## src/sv/rspe_pkg.sv

```systemverilog
// Package for the Reed-Solomon parity encoder: field arithmetic over GF(256),
// generator coefficients and shared types. No dependencies.
`timescale 1ns / 1ps
`default_nettype none
package rspe_pkg;

  localparam int EccLen = 22;
  localparam int ByteW = 8;
  localparam int CntW = $clog2(EccLen);
  localparam int QDepth = 2;
  localparam int QPtrW = $clog2(QDepth);
  localparam int QCntW = $clog2(QDepth + 1);
  localparam logic [ByteW-1:0] GfReduce = 8'h1D;
  localparam logic [ByteW-1:0] GfTopBit = 8'h80;

  typedef logic [ByteW-1:0] byte_t;
  typedef logic [EccLen-1:0][ByteW-1:0] parity_vec_t;

  typedef struct packed {
    logic        valid;
    parity_vec_t data;
  } q_push_t;

  typedef struct packed {
    logic full;
    logic empty;
  } q_stat_t;

  function automatic byte_t gf_mul(input byte_t a_in, input byte_t b);
    byte_t acc;
    byte_t a;
    acc = '0;
    a = a_in;
    for (int k = 0; k < ByteW; k++) begin
      if (b[k]) begin
        acc = acc ^ a;
      end
      if ((a & GfTopBit) != '0) begin
        a = (a << 1) ^ GfReduce;
      end else begin
        a = a << 1;
      end
    end
    return acc;
  endfunction

  function automatic parity_vec_t gen_coefs();
    parity_vec_t g;
    byte_t alpha;
    g = '0;
    g[EccLen-1] = byte_t'(1);
    alpha = byte_t'(1);
    for (int r = 0; r < EccLen; r++) begin
      for (int j = 0; j < EccLen; j++) begin
        g[j] = gf_mul(g[j], alpha);
        if (j + 1 < EccLen) begin
          g[j] = g[j] ^ g[j+1];
        end
      end
      alpha = gf_mul(alpha, byte_t'(2));
    end
    return g;
  endfunction

  localparam parity_vec_t GenCoef = gen_coefs();

endpackage
`default_nettype wire

```

## src/sv/rspe_msg_if.sv

```systemverilog
// Message byte channel: valid/ready handshake with data byte and last flag.
// Depends on rspe_pkg.
`timescale 1ns / 1ps
`default_nettype none
interface rspe_msg_if
  import rspe_pkg::*;
();
  logic  valid;
  logic  ready;
  byte_t msg_byte;
  logic  msg_last;

  modport source (output valid, output msg_byte, output msg_last, input ready);
  modport sink (input valid, input msg_byte, input msg_last, output ready);
endinterface
`default_nettype wire

```

## src/sv/rspe_par_if.sv

```systemverilog
// Parity byte channel: valid/ready handshake with parity byte and last flag.
// Depends on rspe_pkg.
`timescale 1ns / 1ps
`default_nettype none
interface rspe_par_if
  import rspe_pkg::*;
();
  logic  valid;
  logic  ready;
  byte_t parity_byte;
  logic  parity_last;

  modport source (output valid, output parity_byte, output parity_last, input ready);
  modport sink (input valid, input parity_byte, input parity_last, output ready);
endinterface
`default_nettype wire

```

## src/sv/rspe_front.sv

```systemverilog
// Front end: takes message bytes and runs the parity shift register.
// Pushes the finished parity of a block into the queue. Depends on rspe_pkg.
`timescale 1ns / 1ps
`default_nettype none
module rspe_front
  import rspe_pkg::*;
(
  input  wire logic    clk_i,
  input  wire logic    rst_ni,
  input  wire logic    in_valid_i,
  output logic         in_ready_o,
  input  wire byte_t   msg_byte_i,
  input  wire logic    msg_last_i,
  input  wire q_stat_t q_stat_i,
  output q_push_t      q_push_o
);

  parity_vec_t parity_q, parity_d, parity_next;
  byte_t       fb;
  logic        fire;

  assign in_ready_o = !q_stat_i.full;
  assign fire = in_valid_i && in_ready_o;
  assign fb = msg_byte_i ^ parity_q[0];

  always_comb begin
    for (int j = 0; j < EccLen; j++) begin
      if (j + 1 < EccLen) begin
        parity_next[j] = parity_q[j+1] ^ gf_mul(GenCoef[j], fb);
      end else begin
        parity_next[j] = gf_mul(GenCoef[j], fb);
      end
    end
  end

  always_comb begin
    parity_d = parity_q;
    if (fire) begin
      parity_d = msg_last_i ? '0 : parity_next;
    end
  end

  assign q_push_o.valid = fire && msg_last_i;
  assign q_push_o.data = parity_next;

  always_ff @(posedge clk_i or negedge rst_ni) begin
    if (!rst_ni) begin
      parity_q <= '0;
    end else begin
      parity_q <= parity_d;
    end
  end

endmodule
`default_nettype wire

```

## src/sv/rspe_queue.sv

```systemverilog
// Short queue of finished parity blocks between the front and back ends.
// Depends on rspe_pkg.
`timescale 1ns / 1ps
`default_nettype none
module rspe_queue
  import rspe_pkg::*;
(
  input  wire logic    clk_i,
  input  wire logic    rst_ni,
  input  wire q_push_t push_i,
  input  wire logic    pop_i,
  output parity_vec_t  head_o,
  output q_stat_t      stat_o
);

  parity_vec_t             mem_q [QDepth];
  logic [QPtrW-1:0]        wr_ptr_q, wr_ptr_d;
  logic [QPtrW-1:0]        rd_ptr_q, rd_ptr_d;
  logic [QCntW-1:0]        cnt_q, cnt_d;
  logic                    do_push, do_pop;

  assign stat_o.full = (cnt_q == QCntW'(QDepth));
  assign stat_o.empty = (cnt_q == '0);
  assign do_push = push_i.valid && !stat_o.full;
  assign do_pop = pop_i && !stat_o.empty;
  assign head_o = mem_q[rd_ptr_q];

  always_comb begin
    wr_ptr_d = wr_ptr_q;
    rd_ptr_d = rd_ptr_q;
    cnt_d = cnt_q;
    if (do_push) begin
      wr_ptr_d = (wr_ptr_q == QPtrW'(QDepth - 1)) ? '0 : wr_ptr_q + 1'b1;
    end
    if (do_pop) begin
      rd_ptr_d = (rd_ptr_q == QPtrW'(QDepth - 1)) ? '0 : rd_ptr_q + 1'b1;
    end
    unique case ({do_push, do_pop})
      2'b10:   cnt_d = cnt_q + 1'b1;
      2'b01:   cnt_d = cnt_q - 1'b1;
      default: cnt_d = cnt_q;
    endcase
  end

  always_ff @(posedge clk_i) begin
    if (do_push) begin
      mem_q[wr_ptr_q] <= push_i.data;
    end
  end

  always_ff @(posedge clk_i or negedge rst_ni) begin
    if (!rst_ni) begin
      wr_ptr_q <= '0;
      rd_ptr_q <= '0;
      cnt_q <= '0;
    end else begin
      wr_ptr_q <= wr_ptr_d;
      rd_ptr_q <= rd_ptr_d;
      cnt_q <= cnt_d;
    end
  end

endmodule
`default_nettype wire

```

## src/sv/rspe_back.sv

```systemverilog
// Back end: loads a parity block from the queue and sends its bytes out,
// highest degree first. Depends on rspe_pkg.
`timescale 1ns / 1ps
`default_nettype none
module rspe_back
  import rspe_pkg::*;
(
  input  wire logic        clk_i,
  input  wire logic        rst_ni,
  input  wire q_stat_t     q_stat_i,
  input  wire parity_vec_t q_head_i,
  output logic             q_pop_o,
  output logic             out_valid_o,
  input  wire logic        out_ready_i,
  output byte_t            parity_byte_o,
  output logic             parity_last_o
);

  parity_vec_t     shreg_q, shreg_d;
  logic [CntW-1:0] cnt_q, cnt_d;
  logic            busy_q, busy_d;
  logic            fire, done;

  assign out_valid_o = busy_q;
  assign parity_byte_o = shreg_q[0];
  assign parity_last_o = (cnt_q == CntW'(EccLen - 1));
  assign fire = busy_q && out_ready_i;
  assign done = fire && parity_last_o;
  assign q_pop_o = !q_stat_i.empty && (!busy_q || done);

  always_comb begin
    shreg_d = shreg_q;
    cnt_d = cnt_q;
    busy_d = busy_q;
    if (q_pop_o) begin
      shreg_d = q_head_i;
      cnt_d = '0;
      busy_d = 1'b1;
    end else if (done) begin
      busy_d = 1'b0;
    end else if (fire) begin
      shreg_d = shreg_q >> ByteW;
      cnt_d = cnt_q + 1'b1;
    end
  end

  always_ff @(posedge clk_i) begin
    shreg_q <= shreg_d;
  end

  always_ff @(posedge clk_i or negedge rst_ni) begin
    if (!rst_ni) begin
      cnt_q <= '0;
      busy_q <= 1'b0;
    end else begin
      cnt_q <= cnt_d;
      busy_q <= busy_d;
    end
  end

endmodule
`default_nettype wire

```

## src/sv/reed_solomon_parity_encoder.sv

```systemverilog
// Top level of the GF(256) Reed-Solomon parity encoder (field polynomial 0x11D).
// Depends on rspe_pkg, rspe_msg_if, rspe_par_if, rspe_front, rspe_queue, rspe_back.
//
// Message bytes are taken one per cycle; the parity shift register in the front
// end updates in the cycle of each transfer. When the byte marked last is taken,
// the finished parity block goes into a two-block queue and the back end sends
// its EccLen bytes, one per cycle while the output is ready, highest degree
// first. The output port sets the sustained rate when blocks are shorter than
// EccLen bytes. The input stalls only while the queue holds two unsent blocks.
// No clearing pass after reset.
`timescale 1ns / 1ps
`default_nettype none
module reed_solomon_parity_encoder
  import rspe_pkg::*;
(
  input wire logic clk_i,
  input wire logic rst_ni,
  rspe_msg_if.sink msg_i,
  rspe_par_if.source par_o
);

  q_push_t     q_push;
  q_stat_t     q_stat;
  parity_vec_t q_head;
  logic        q_pop;

  rspe_front u_front (
    .clk_i      (clk_i),
    .rst_ni     (rst_ni),
    .in_valid_i (msg_i.valid),
    .in_ready_o (msg_i.ready),
    .msg_byte_i (msg_i.msg_byte),
    .msg_last_i (msg_i.msg_last),
    .q_stat_i   (q_stat),
    .q_push_o   (q_push)
  );

  rspe_queue u_queue (
    .clk_i  (clk_i),
    .rst_ni (rst_ni),
    .push_i (q_push),
    .pop_i  (q_pop),
    .head_o (q_head),
    .stat_o (q_stat)
  );

  rspe_back u_back (
    .clk_i         (clk_i),
    .rst_ni        (rst_ni),
    .q_stat_i      (q_stat),
    .q_head_i      (q_head),
    .q_pop_o       (q_pop),
    .out_valid_o   (par_o.valid),
    .out_ready_i   (par_o.ready),
    .parity_byte_o (par_o.parity_byte),
    .parity_last_o (par_o.parity_last)
  );

  // A finished block is never pushed into a full queue.
  a_no_push_full: assert property (@(posedge clk_i) disable iff (!rst_ni)
    q_push.valid |-> !q_stat.full)
    else $error("parity block pushed into full queue");

  // The back end never pops an empty queue.
  a_no_pop_empty: assert property (@(posedge clk_i) disable iff (!rst_ni)
    q_pop |-> !q_stat.empty)
    else $error("pop from empty queue");

  // After the final parity byte with nothing queued, the output goes idle.
  a_idle_after_last: assert property (@(posedge clk_i) disable iff (!rst_ni)
    (par_o.valid && par_o.ready && par_o.parity_last && q_stat.empty)
    |=> !par_o.valid)
    else $error("output valid without a queued block");

  // The input is stalled exactly while the queue is full.
  a_ready_tracks_queue: assert property (@(posedge clk_i) disable iff (!rst_ni)
    msg_i.ready == !q_stat.full)
    else $error("input ready disagrees with queue state");

endmodule
`default_nettype wire

```

## src/flat_wrapper.sv

```systemverilog
// flat-port wrapper written by rule: the top's interface ports become plain ports
module reed_solomon_parity_encoder_flat import rspe_pkg::*;
  (clk_i, rst_ni, msg_i_valid, msg_i_msg_byte, msg_i_msg_last, msg_i_ready, par_o_valid, par_o_parity_byte, par_o_parity_last, par_o_ready);
  rspe_msg_if msg_i_i ();
  rspe_par_if par_o_i ();
  input wire logic clk_i;
  input wire logic rst_ni;
  input wire logic [$bits(msg_i_i.valid)-1:0] msg_i_valid;
  input wire logic [$bits(msg_i_i.msg_byte)-1:0] msg_i_msg_byte;
  input wire logic [$bits(msg_i_i.msg_last)-1:0] msg_i_msg_last;
  output wire logic [$bits(msg_i_i.ready)-1:0] msg_i_ready;
  output wire logic [$bits(par_o_i.valid)-1:0] par_o_valid;
  output wire logic [$bits(par_o_i.parity_byte)-1:0] par_o_parity_byte;
  output wire logic [$bits(par_o_i.parity_last)-1:0] par_o_parity_last;
  input wire logic [$bits(par_o_i.ready)-1:0] par_o_ready;
  assign msg_i_i.valid = msg_i_valid;
  assign msg_i_i.msg_byte = msg_i_msg_byte;
  assign msg_i_i.msg_last = msg_i_msg_last;
  assign msg_i_ready = msg_i_i.ready;
  assign par_o_valid = par_o_i.valid;
  assign par_o_parity_byte = par_o_i.parity_byte;
  assign par_o_parity_last = par_o_i.parity_last;
  assign par_o_i.ready = par_o_ready;
  reed_solomon_parity_encoder u_core (.clk_i(clk_i), .rst_ni(rst_ni), .msg_i(msg_i_i), .par_o(par_o_i));
endmodule
```

## config.mk

```make
export PLATFORM = sky130hd
export DESIGN_NAME = reed_solomon_parity_encoder_flat
export DESIGN_NICKNAME = d
export VERILOG_FILES = /design/src/sv/rspe_pkg.sv /design/src/sv/rspe_msg_if.sv /design/src/sv/rspe_par_if.sv /design/src/sv/rspe_front.sv /design/src/sv/rspe_queue.sv /design/src/sv/rspe_back.sv /design/src/sv/reed_solomon_parity_encoder.sv /design/src/flat_wrapper.sv
export SDC_FILE = /design/constraint.sdc
export NUM_CORES = 1
export LEC_CHECK = 0
export BUFFER_PORTS_ARGS = -buffer_cell sky130_fd_sc_hd__clkbuf_2
export CORE_ASPECT_RATIO = 0.6
export CORE_MARGIN = 8
export CORE_UTILIZATION = 55
export DETAILED_ROUTE_END_ITERATION = 16
export MAX_ROUTING_LAYER = met4
export PLACE_DENSITY = 0.79
export SETUP_SLACK_MARGIN = 0.15
export SYNTH_ARGS = -nofsm -noshare
export SYNTH_HDL_FRONTEND = slang
export SYNTH_SLANG_ARGS = --single-unit
export TNS_END_PERCENT = 30
```

## constraint.sdc

```tcl
create_clock -name clk_i -period 10.1 [get_ports clk_i]
set_input_delay 1.01 -clock clk_i [delete_from_list [all_inputs] [get_ports clk_i]]
set_output_delay 1.01 -clock clk_i [all_outputs]
set_load 0.005 [all_outputs]
```

==> impl_results.md <==
- Status: complete, no violations
- CP endpoint: u_core.u_back.shreg_q[57]
- Fmax: ~220 MHz
- Top-count cell post-synth: edfxtp_1
- Inst Count DP: 2,547
- Yosys Warn Count: 0
- Core box area: 0.0537 mm²
- GRT Residual Overflow: 0
- Max incr delay on CP: ~1000 ps
- Setup Crit Path Kind: flip-flop to flip-flop
- R2r endpoint: u_core.u_back.shreg_q[57]
- Post-route ant nets: 0
- Via/cell ratio: 6.07
- Post-Layout Cell Count: 2,653
- Final instance area: approximately 0.032 mm²
- Initial Util: around 55%
- Yosys top cell area share: 53.5%
- Startpoint Class: flip-flop
- Setup crit start: u_core.u_back.cnt_q[1]
- First-pass GRT wire length: slightly above 100,000 µm
- Ys flop type: edfxtp_1
- Register area share after synthesis: 69.2%
- Top post-synthesis cells by area: edfxtp_1, dfrtp_1, xnor2_1
- CTS buffer count: 57
- Avg Cell Area, Syn: between 15 and 20 µm²
- Synthesized flop and latch total: 714
- DR iter-0 viols: 1,928
- Async set-reset flop share out of synthesis: 26.1%
- Antenna violations before repair: 0
- Fin. Hold Viols: 0
- Critical Path RT: between 10,000 and 15,000 ps
- Ant diodes: 0
- Synth area leader: edfxtp_1
- Min-Delay Path Class: input port to asynchronous set/reset pin
- Share of cells above drive strength 1: 9.03%
- CTS tree: done
- Crit share post-route: 44.6%
- DR vias: 16,116
- Row count: 66
- Tmin final: approximately 4500 ps
- Die area: 0.0618 mm²
- EDFF count, synth: 528
- Tightest Pin Transition: around 1300 ps
- Port bufs: 23
- Slew Viols, Final: 0
- Headroom to the max-slew limit: 13.0%
- Nets: 1,908
- RSZ-0062 raised after global routing: false
- Remaining routing DRC violations: 0
- Final Wtd Congestion: ~0.84
- Syn nets: approximately 1,900
- Clk root buf: clkbuf_16
- CTS-repair resized insts: 0
- TritonCTS Sinks: 714
- Clock skew: ~21 ps
- Vias in the first global route: 16,207
- Global-route total usage across every layer: about 22%
- Setup TNS: 0 ps
- Critical path data arrival time: 4710 ps
- RR Startpoint: u_core.u_back.cnt_q[1]
- WL/cell: 25.2 µm
- Pin count of the biggest net entering global routing: 201
- Placed cell areas: 0.0304 mm²
- WL final: 66,800 µm
- Post-synthesis cell type count: 35
- Critical path cell sequence: inv_1 > ha_1 > nand4b_1 > inv_1 > nand2_1 > nand2_1 > o21ai_1 > nand2_4 > buf_4 > buf_4
- Max Fanout on Critical Path: 74
- Die Ht: 196 µm
- Die X-Extent: around 320 µm
- Area added between synthesis and finish: 8.86%
- Max Cap Violations: 0
- Crit path max-delay cell type: buf_4
- Number of setup violations in the final report: 0
- Depth of the most critical reg-to-reg path: 10
- Reg2Reg Setup Slack: 5600 ps
- TritonRoute pass-1 iters: 5
- CTS Buffer Depth: 3
- Post-DP HPWL: 38,600 µm
- Cell area after synthesis: 0.0296 mm²
- Clock Latency Late Sink: around 600 ps
- CTS clk-pin slew, worst paths: 70 ps
- Top cells by count, synth: edfxtp_1, xnor2_1, dfrtp_1, nor2_1, mux2i_1
- Critical path capture point type: flip-flop
- # IOs: 24
- Hold bufs inserted after CTS: 0
- Postcts setup bufs: 0
- H-tree Lvls: 2
- Cells after synthesis: 1,896
-- placed cells by master, fill, tap and decap left out, types with 2 or more instances in the layout --
cell and n:
nand2_1 6, xnor2_2 17, clkinv_2 4, mux2i_1 176, clkbuf_16 59, xnor2_1 210
bufinv_16 2, xnor3_1 9, buf_12 3, nand2_4 2, inv_1 3, nor2_4 2
nor2_1 184, xor3_1 3, clkbuf_1 23, ha_1 3, nand4_1 2, xnor3_2 3
clkbuf_8 12, clkbuf_2 22, clkinv_1 5, xor2_2 3, buf_4 24, xor2_4 3
xor2_1 78, dfrtp_1 185, a21oi_1 169, xnor2_4 11, a22o_1 174, edfxtp_1 528
-- registers in the layout (all words and copies together) (netlist names) --
signal                       cells
u_core.u_back.cnt_q              5
u_core.u_back.out_valid_o        1
u_core.u_back.parity_byte_o      8
u_core.u_back.shreg_q          168
u_core.u_front.parity_q        176
u_core.u_queue.cnt_q             2
u_core.u_queue.mem_q           352
u_core.u_queue.rd_ptr_q          1
u_core.u_queue.wr_ptr_q          1
-- layer usage --
layer | vias to the layer above | GRT usage, % | share of wire (%) | wire [µm]
met5 | - | - | 0 | 0
li1 | 6948 | - | - | -
met3 | 97 | 6.56 | 11 | 7510
met1 | 8282 | 32.2 | 43 | 29000
met4 | 0 | 4.46 | 2.0 | 1300
met2 | 789 | 31.6 | 43 | 29000
-- worst min path at each step --
stage,start,to,slack [ps],cells past startpoint
after floorplan,u_core.u_queue.wr_ptr_q,u_core.u_queue.wr_ptr_q,460,1
after global placement,u_core.u_front.parity_q[48],u_core.u_front.parity_q[48],490,1
after detailed placement,u_core.u_front.parity_q[48],u_core.u_front.parity_q[48],510,1
after CTS,rst_ni,u_core.u_front.parity_q[134],400,1
after global routing,rst_ni,u_core.u_front.parity_q[53],420,1
final,rst_ni,u_core.u_front.parity_q[70],400,1
-- kinds of logic after synthesis --
kind of cell	share of synthesized area, %
simple gates	2.63
fa+ha+maj	0.127
flops	69.2
buf+inv	1.85
xor+xnor	12.1
compound gates	8.09
mux	5.95
-- stage by stage --
step                      hold WS [ps]  worst slack, ps  utilization (%)
after global routing               423             5290             60.1
final                              403             5600             60.1
after global placement             493             5470             56.7
after CTS                          398             5560             60.1
after floorplan                    461              854                -
after detailed placement           512             5340             56.7
-- worst max-delay path: cells and delay by family, from the launching register on --
family / cells / cell delay, ps
AO/OA/AOI/OAI: 1 / 400
adder cells (fa/ha/maj): 1 / 130
buffers and inverters: 4 / 2070
flip-flops: 1 / 420
AND/OR/NAND/NOR: 4 / 960
-- cell type report --
type / count / area, µm²
clock inverter: 13 / 123
sequential: 714 / 20500
timing repair buffer: 50 / 364
multi-input combinational: 1065 / 8620
tap: 714 / 893
clock buffer: 93 / 1710
inverter: 4 / 22.5
fill: 3854 / 21400
Power is not shown: default switching activity piles up to over one toggle a cycle in this logic, so the estimate is an artifact.
